File: config.mk
export PLATFORM = sky130hd
export DESIGN_NAME = buzzer_pattern_generator
export DESIGN_NICKNAME = d
export VERILOG_FILES = /design/src/hw/rtl/bpg_pkg.sv /design/src/hw/rtl/bpg_engine.sv /design/src/hw/rtl/buzzer_pattern_generator.sv
export SDC_FILE = /design/constraint.sdc
export NUM_CORES = 1
export LEC_CHECK = 0
export ABC_CLOCK_PERIOD_IN_PS = 3500
export BUFFER_PORTS_ARGS = -buffer_cell sky130_fd_sc_hd__buf_2
export CORE_MARGIN = 2
export CORE_UTILIZATION = 61
export CTS_BUF_LIST = sky130_fd_sc_hd__clkbuf_2
export DETAILED_ROUTE_END_ITERATION = 16
export HOLD_SLACK_MARGIN = 0.08
export PLACE_DENSITY = 0.83
export SLEW_MARGIN = 20
export SYNTH_ARGS = -nofsm -noshare
export SYNTH_HDL_FRONTEND = slang
export SYNTH_SLANG_ARGS = --single-unit
File: constraint.sdc
create_clock -name aclk -period 3.5 [get_ports aclk]
set_clock_uncertainty 0.15 [all_clocks]
set_input_delay 0.7 -clock aclk [delete_from_list [all_inputs] [get_ports aclk]]
set_output_delay 0.7 -clock aclk [all_outputs]
set_load 0.01 [all_outputs]
File: src/hw/rtl/bpg_pkg.sv
package bpg_pkg;

    localparam int TIMER_WIDTH = 16;
    localparam int CFG_WIDTH   = 16;
    localparam int EDGE_WIDTH  = 8;

    // input item kinds
    localparam logic [1:0] MODE_TICK    = 2'd0;
    localparam logic [1:0] MODE_TRIGGER = 2'd1;
    localparam logic [1:0] MODE_STOP    = 2'd2;

    // pattern codes
    localparam logic [2:0] PAT_NONE      = 3'd0;
    localparam logic [2:0] PAT_ARRIVAL   = 3'd1;
    localparam logic [2:0] PAT_KEY       = 3'd2;
    localparam logic [2:0] PAT_OVERLOAD  = 3'd3;
    localparam logic [2:0] PAT_EMERGENCY = 3'd4;
    localparam logic [2:0] PAT_FAULT     = 3'd5;

    // register indexes
    localparam logic [1:0] REG_SHORT_BEEP = 2'd0;
    localparam logic [1:0] REG_LONG_BEEP  = 2'd1;
    localparam logic [1:0] REG_KEY_BEEP   = 2'd2;

    localparam logic [CFG_WIDTH-1:0] SHORT_BEEP_RESET = CFG_WIDTH'(100);
    localparam logic [CFG_WIDTH-1:0] LONG_BEEP_RESET  = CFG_WIDTH'(500);
    localparam logic [CFG_WIDTH-1:0] KEY_BEEP_RESET   = CFG_WIDTH'(40);

    localparam logic [EDGE_WIDTH-1:0] EDGES_ENDLESS  = 8'hFF;
    localparam logic [EDGE_WIDTH-1:0] EDGES_SINGLE   = EDGE_WIDTH'(1);
    localparam logic [EDGE_WIDTH-1:0] EDGES_OVERLOAD = EDGE_WIDTH'(3 * 2);

    localparam logic [TIMER_WIDTH-1:0] TIMER_MAX = '1;

    typedef struct packed {
        logic [CFG_WIDTH-1:0] short_beep_ticks;
        logic [CFG_WIDTH-1:0] long_beep_ticks;
        logic [CFG_WIDTH-1:0] key_beep_ticks;
    } bpg_cfg_t;

    typedef struct packed {
        logic       step;
        logic [1:0] mode;
        logic [2:0] pattern;
    } bpg_cmd_t;

    typedef struct packed {
        logic pin_level;
        logic busy_res;
    } bpg_status_t;

    // duration load, saturated to what the timer can hold
    function automatic logic [TIMER_WIDTH-1:0] timer_load(input logic [CFG_WIDTH-1:0] d);
        logic [TIMER_WIDTH-1:0] r;
        r = TIMER_WIDTH'(d);
        if (TIMER_WIDTH < CFG_WIDTH) begin
            if (d > CFG_WIDTH'(TIMER_MAX)) begin
                r = TIMER_MAX;
            end
        end
        return r;
    endfunction

endpackage

File: src/hw/rtl/bpg_engine.sv
module bpg_engine (
    input  logic                  aclk,
    input  logic                  aresetn,
    input  bpg_pkg::bpg_cfg_t     cfg,
    input  bpg_pkg::bpg_cmd_t     cmd,
    output bpg_pkg::bpg_status_t  status_next
);
    import bpg_pkg::*;

    logic [2:0]             pattern_reg, pattern_next;
    logic [TIMER_WIDTH-1:0] ticks_reg,   ticks_next;
    logic [EDGE_WIDTH-1:0]  edges_reg,   edges_next;
    logic                   pin_reg,     pin_next;
    logic [EDGE_WIDTH-1:0]  edges_dec;

    always_comb begin
        pattern_next = pattern_reg;
        ticks_next   = ticks_reg;
        edges_next   = edges_reg;
        pin_next     = pin_reg;
        edges_dec    = (edges_reg != '0) ? edges_reg - EDGE_WIDTH'(1) : '0;
        if (cmd.step) begin
            case (cmd.mode)
                MODE_TICK: begin
                    if (pattern_reg != PAT_NONE) begin
                        if (ticks_reg > TIMER_WIDTH'(1)) begin
                            ticks_next = ticks_reg - TIMER_WIDTH'(1);
                        end else begin
                            pin_next = ~pin_reg;
                            if (edges_reg != EDGES_ENDLESS && edges_dec == '0) begin
                                pattern_next = PAT_NONE;
                                ticks_next   = '0;
                                edges_next   = '0;
                                pin_next     = 1'b0;
                            end else begin
                                if (edges_reg != EDGES_ENDLESS) begin
                                    edges_next = edges_dec;
                                end
                                ticks_next = (pattern_reg == PAT_FAULT) ?
                                             timer_load(cfg.long_beep_ticks) :
                                             timer_load(cfg.short_beep_ticks);
                            end
                        end
                    end
                end
                MODE_TRIGGER: begin
                    pattern_next = cmd.pattern;
                    pin_next     = 1'b1;
                    case (cmd.pattern)
                        PAT_ARRIVAL: begin
                            edges_next = EDGES_SINGLE;
                            ticks_next = timer_load(cfg.short_beep_ticks);
                        end
                        PAT_KEY: begin
                            edges_next = EDGES_SINGLE;
                            ticks_next = timer_load(cfg.key_beep_ticks);
                        end
                        PAT_OVERLOAD: begin
                            edges_next = EDGES_OVERLOAD;
                            ticks_next = timer_load(cfg.short_beep_ticks);
                        end
                        PAT_EMERGENCY: begin
                            edges_next = EDGES_ENDLESS;
                            ticks_next = timer_load(cfg.short_beep_ticks);
                        end
                        PAT_FAULT: begin
                            edges_next = EDGES_ENDLESS;
                            ticks_next = timer_load(cfg.long_beep_ticks);
                        end
                        default: begin
                            // none or unknown pattern acts as stop
                            pattern_next = PAT_NONE;
                            ticks_next   = '0;
                            edges_next   = '0;
                            pin_next     = 1'b0;
                        end
                    endcase
                end
                MODE_STOP: begin
                    pattern_next = PAT_NONE;
                    ticks_next   = '0;
                    edges_next   = '0;
                    pin_next     = 1'b0;
                end
                default: begin
                end
            endcase
        end
    end

    assign status_next.pin_level = pin_next;
    assign status_next.busy_res  = (pattern_next != PAT_NONE);

    always_ff @(posedge aclk) begin
        if (!aresetn) begin
            pattern_reg <= PAT_NONE;
            ticks_reg   <= '0;
            edges_reg   <= '0;
            pin_reg     <= 1'b0;
        end else begin
            pattern_reg <= pattern_next;
            ticks_reg   <= ticks_next;
            edges_reg   <= edges_next;
            pin_reg     <= pin_next;
        end
    end

endmodule

File: src/hw/rtl/buzzer_pattern_generator.sv
// Buzzer beep pattern generator. Each input item is a millisecond tick, a trigger
// carrying a pattern, or a stop (kind in s_tuser); every accepted item returns one
// result item with the pin level and busy flag after that item. The block takes one
// item per clock while the output register can take it: the pattern state and
// that register load together when an item is accepted, so s_tready stays high
// while the register is empty or being drained. There is no clearing pass after
// reset. The user must write durations only while idle; the cfg port does not check.
module buzzer_pattern_generator (
    input  logic        aclk,
    input  logic        aresetn,
    input  logic        s_tvalid,
    output logic        s_tready,
    input  logic [7:0]  s_tdata,    // [2:0] pattern, rest zero
    input  logic [1:0]  s_tuser,    // [1:0] mode
    output logic        m_tvalid,
    input  logic        m_tready,
    output logic [7:0]  m_tdata,    // [0] pin_level, [1] busy_res, rest zero
    input  logic        cfg_wr_en,
    input  logic [1:0]  cfg_index,
    input  logic [15:0] cfg_wdata
);
    import bpg_pkg::*;

    bpg_cfg_t    cfg_reg;
    bpg_cmd_t    cmd;
    bpg_status_t status_next;
    logic        m_valid_reg;
    bpg_status_t m_status_reg;
    logic        accept;

    assign s_tready = !m_valid_reg || m_tready;
    assign accept   = s_tvalid && s_tready;

    assign cmd.step    = accept;
    assign cmd.mode    = s_tuser;
    assign cmd.pattern = s_tdata[2:0];

    bpg_engine u_engine (
        .aclk        (aclk),
        .aresetn     (aresetn),
        .cfg         (cfg_reg),
        .cmd         (cmd),
        .status_next (status_next)
    );

    always_ff @(posedge aclk) begin
        if (!aresetn) begin
            cfg_reg.short_beep_ticks <= SHORT_BEEP_RESET;
            cfg_reg.long_beep_ticks  <= LONG_BEEP_RESET;
            cfg_reg.key_beep_ticks   <= KEY_BEEP_RESET;
        end else if (cfg_wr_en) begin
            case (cfg_index)
                REG_SHORT_BEEP: cfg_reg.short_beep_ticks <= cfg_wdata;
                REG_LONG_BEEP:  cfg_reg.long_beep_ticks  <= cfg_wdata;
                REG_KEY_BEEP:   cfg_reg.key_beep_ticks   <= cfg_wdata;
                default: begin
                end
            endcase
        end
    end

    always_ff @(posedge aclk) begin
        if (!aresetn) begin
            m_valid_reg <= 1'b0;
        end else if (accept) begin
            m_valid_reg <= 1'b1;
        end else if (m_tready) begin
            m_valid_reg <= 1'b0;
        end
    end

    always_ff @(posedge aclk) begin
        if (accept) begin
            m_status_reg <= status_next;
        end
    end

    assign m_tvalid = m_valid_reg;
    assign m_tdata  = {6'b0, m_status_reg.busy_res, m_status_reg.pin_level};

endmodule

# Word level (Yosys, flattened, before mapping)
# Index checks and enable logic that the tools add are counted.
[op_classes]
reduce_logical = 21
mux = 27
n_lt_le_gt_ge = 1
bitwise = 1
add_sub_neg = 2
n_eq_ne = 14
[op_table]
columns = ["cell", "n"]
rows = [
  ["one-hot mux 16 bit (3 select lines)", 2],
  ["two-way mux 16 bit", 4],
  ["one-hot mux 8 bit (3 select lines)", 2],
  ["two-way mux 8 bit", 5],
  ["> comparator 16 x 1 -> 1 bit (second input constant)", 1],
  ["subtractor 16 x 1 -> 16 bit (second input constant)", 1],
  ["two-way mux 3 bit", 5],
  ["equality test 3 bit (second input constant)", 3],
  ["one-hot mux 3 bit (3 select lines)", 1],
  ["nonzero test 3 bit", 3],
  ["zero test 8 bit", 1],
  ["inequality test 8 bit (second input constant)", 1],
  ["nonzero test 8 bit", 1],
  ["subtractor 8 x 1 -> 8 bit (second input constant)", 1],
  ["two-way mux 1 bit", 7],
  ["equality test 3 x 2 -> 1 bit (second input constant)", 2],
  ["AND reduction 2 bit", 3],
  ["AND reduction 5 bit", 1],
  ["OR reduction 5 bit", 1],
  ["equality test 2 x 1 -> 1 bit (second input constant)", 2],
  ["equality test 2 bit (second input constant)", 2],
  ["zero test 2 bit", 2],
  ["OR reduction 2 bit", 2],
  ["equality test 3 x 1 -> 1 bit (second input constant)", 1],
  ["other kinds (11)", 12],
]
[word_totals]
output_inout_bits = 10
word_cells = 76
reg_bits = 79

# Depth between registers and ports, before layout
[depth]
ltp_word = 10
ltp_mapped = 10
mapped_depth_nobuf = 8

# Hierarchy
# Synthesis repeated with hierarchy kept, for this count alone.
[hier_totals]
hier_cells = 562
area_unflattened_um2 = 4958.5
[modules_own_cells]
columns = ["module", "area_each_um2", "cells_each", "n_inst"]
rows = [
  ["bpg_engine", 2935.3, 362, 1],
  ["buzzer_pattern_generator", 2023.2, 200, 1],
]

# Worst setup path after synthesis
# Ideal clock, no wire load.
[synth_timing]
kind = "reg-to-reg"
startpoint = "register u_engine.edges_reg[0]"
endpoint = "register m_status_reg (netlist bit m_tdata[1]), data pin"
stages_incl_launch_ff = 9
arrival_ns = 2.096
path_buffers = 0
synth_period_minus_slack_ns = 2.513
required_ns = 3.083
setup_slack_ns = 0.987
cell_sequence = "dfxtp_1 > inv_1 > ha_1 > or4b_2 > nor2_1 > o22a_1 > and2_1 > o221a_2 > o211ai_1"
[synth_rtl]
columns = ["item", "line_no", "source"]
rows = [
  ["start: declaration", "bpg_engine.sv:12", "logic [EDGE_WIDTH-1:0] edges_reg, edges_next;"],
  ["start signal: assignment", "bpg_engine.sv:103", "edges_reg <= edges_next;"],
  ["end signal: assignment", "buzzer_pattern_generator.sv:74", "m_status_reg <= status_next;"],
  ["end: declaration", "buzzer_pattern_generator.sv:28", "bpg_status_t m_status_reg;"],
]

# Worst setup path after layout
[layout_timing]
startpoint = "register u_engine.ticks_reg[6]"
endpoint = "register u_engine.ticks_reg[1]"
[layout_between]
elab_chain_len = 4
[layout_lines]
columns = ["item", "line_no", "source"]
rows = [
  ["start: declaration", "bpg_engine.sv:11", "logic [TIMER_WIDTH-1:0] ticks_reg, ticks_next;"],
  ["start signal: assignment", "bpg_engine.sv:102", "ticks_reg <= ticks_next;"],
  ["> comparator 16 x 1 -> 1 bit", "bpg_engine.sv:26", "if (ticks_reg > TIMER_WIDTH'(1)) begin"],
  ["two-way mux 16 bit", "bpg_engine.sv:26", ""],
  ["two-way mux 16 bit", "bpg_engine.sv:25", "if (pattern_reg != PAT_NONE) begin"],
  ["one-hot mux 16 bit (3 select lines)", "bpg_engine.sv:23", "case (cmd.mode)"],
]
# No other way between the ends. The select of a mux whose other input is x is not followed.
# A chain may end at the register's enable or synchronous reset.

==> metrics.txt <==
WL final roughly 11 mm; row cnt 30; Tmin final around 3000 ps; die area ~0.0078 mm2; FMAX 0.332 GHz; fill cell count between 500 and 600; YS warnings 0; dpl ws between 600 and 700 ps; vias slightly above 4,000; Slew @ Worst Pin ~810 ps; WL/cell approximately 16 um; Critical Path Fanout Max 17; Critical Path RT 3840 ps; CTS clk-pin slew, worst paths ~260 ps; Main synth FF type dfxtp_1; Die Y-Extent 88.0 um; core outline area 0.00683 mm2; nets about 600; CTS Root Cell clkbuf_2; hold-fix buffer count after cts 0; VDD IR max ~0.00024 V; # Post-CTS Setup Buffers 0; min setup slack post-route approximately 500 ps; Bufs on Longest Clock Path 2; post-detail-place hpwl roughly 7.4 mm; total grt overflow 0; H-tree levels 3; Distinct cells, synth 59; normalized max-slew margin 45.9%; RSZ-0062 raised after global routing false; PostCTS Resize Cnt 0; Worst EP arrival about 3400 ps; antenna-violating nets left 0; Post-Syn Area between 0.004 and 0.005 mm2; first-pass GRT wire length roughly 18 mm; Top Ports 43; P_leak 1.77 nW; drt drc 0; hold_ws between 200 and 250 ps; final hold vios 0; status completed; Async SR Flop Fraction 0%; Worst setup SP type flip-flop; highest-count cells in the layout ignoring fill and taps nand2_1 (121), dfxtp_1 (77), a21oi_1 (54), nor2_1 (34), buf_2 (31); sequential area share after synthesis between 30% and 40%; cell count after placement 644; Critical Path End Type flip-flop; Setup TNS 0 ps; Port Buf Inserts 31; hold path startpoint cfg_wdata[15]; Post-synth EDFFs 2; clock latency on the worst-skew pair 560 ps; Tot GR Track Use 29.2%; Die X between 80 and 90 um; initial antenna violation count 0; Max-Cap Viols 0; Final Setup Violations 0; Mapped Cells 545; area delta synth->final 6.30%; HP Class in2reg; Yosys reg bits slightly below 80; Mean Syn Cell Area between 7 and 8 um2; fin. max-slew vios 0; fin cells 660; most common cell after layout, fill and taps aside nand2_1; Placer Congestion approximately 0.9; largest net degree at the start of global routing 48; max FFs per register 48; share of cells above drive strength 1 between 10 and 15%; pwr/cell area 414 mW/mm2; R2R Path Start u_engine.ticks_reg[6]$_SDFFE_PN0P_; n_diodes 0; vias in the first global route approximately 3,700; initial drt markers ~440; CTS tree done; Starting Density roughly 63%; first-pass iteration count of the detailed router 5; TritonCTS Sinks a little under 80; final worst path period share 86.1%; critical path launch point u_engine.ticks_reg[6]$_SDFFE_PN0P_; critical path class reg2reg; Layout Utilization approximately two thirds; Vias/cell about 6.3; Num CTS Buffers 9
## critical path: stages, from the launching register on
cell and delay, ps:
dfxtp_1 430, or4_4 580, nor4_4 280, and2_1 490
nor3b_1 730, nand2_1 130, a31oi_1 190
## cells in the mapped netlist (8+ instances only)
library cell / count / area share (%)
clkbuf_1: 32 / 2.8
a222oi_1: 16 / 3.7
nor3_1: 8 / 0.93
inv_1: 10 / 0.87
mux2i_1: 15 / 3.5
nand3_1: 19 / 2.2
o221a_2: 8 / 2.1
nor2_1: 34 / 3.0
mux2_2: 8 / 2.1
dfxtp_1: 77 / 36
nand2_1: 121 / 11
o21ai_0: 22 / 2.6
a21oi_1: 54 / 6.3
## per-layer routing
layer / GRT usage (%) / part of all wire (%)
met1: 41.1 / 45
met2: 45.5 / 45
met3: 5.56 / 8.6
met4: 9.64 / 1.3
met5: 0 / 0
## logic make-up (layout without fill, tap and decap cells)
| group | after synthesis | after routing | synth area share (%) |
|---|---|---|---|
| fa+ha+maj | 7 | 7 | 2.03 |
| other cells | 1 | 6 | 0.0870 |
| xor+xnor | 12 | 12 | 2.44 |
| simple gates | 236 | 236 | 26.0 |
| mux | 23 | 23 | 5.58 |
| flops | 79 | 79 | 37.2 |
| buf+inv | 52 | 66 | 5.23 |
| compound gates | 135 | 135 | 21.5 |
## path summary, 6_finish.rpt
kind / slack, ps / cells past startpoint / to
setup reg to reg: 490 / 6 / u_engine.ticks_reg[1]$_SDFFE_PN0P_
setup / recovery: 490 / 6 / u_engine.ticks_reg[1]$_SDFFE_PN0P_
hold reg to reg: 330 / 2 / cfg_reg[10]$_SDFFE_PN0P_
hold / removal: 210 / 3 / cfg_reg[15]$_SDFFE_PN0P_
## power by group
part | internal [mW] | switching [mW]
clock | 0.0938 | 0.343
combinational | 0.188 | 0.272
sequential | 0.952 | 0.0486
total | 1.23 | 0.664
## area by class of cell
class / count / area (um2) / area share [%]
multi-input combinational: 419 / 2500 / 54.7
sequential: 79 / 1600 / 35.0
timing repair buffer: 40 / 223 / 4.86
tap: 96 / 120 / 2.62
clock inverter: 7 / 47.5 / 1.04
clock buffer: 9 / 45.0 / 0.984
inverter: 10 / 37.5 / 0.820
## metrics by stage
| step | power (mW) | cell area [um2] |
|---|---|---|
| finish | 1.90 | 4580 |
| global route | 1.99 | 4580 |
| CTS | 1.89 | 4580 |
| detailed placement | 1.47 | 4490 |
| global placement | 1.45 | 4490 |
| floorplan | 1.36 | 4330 |
Power figures use the tool's default switching activity.
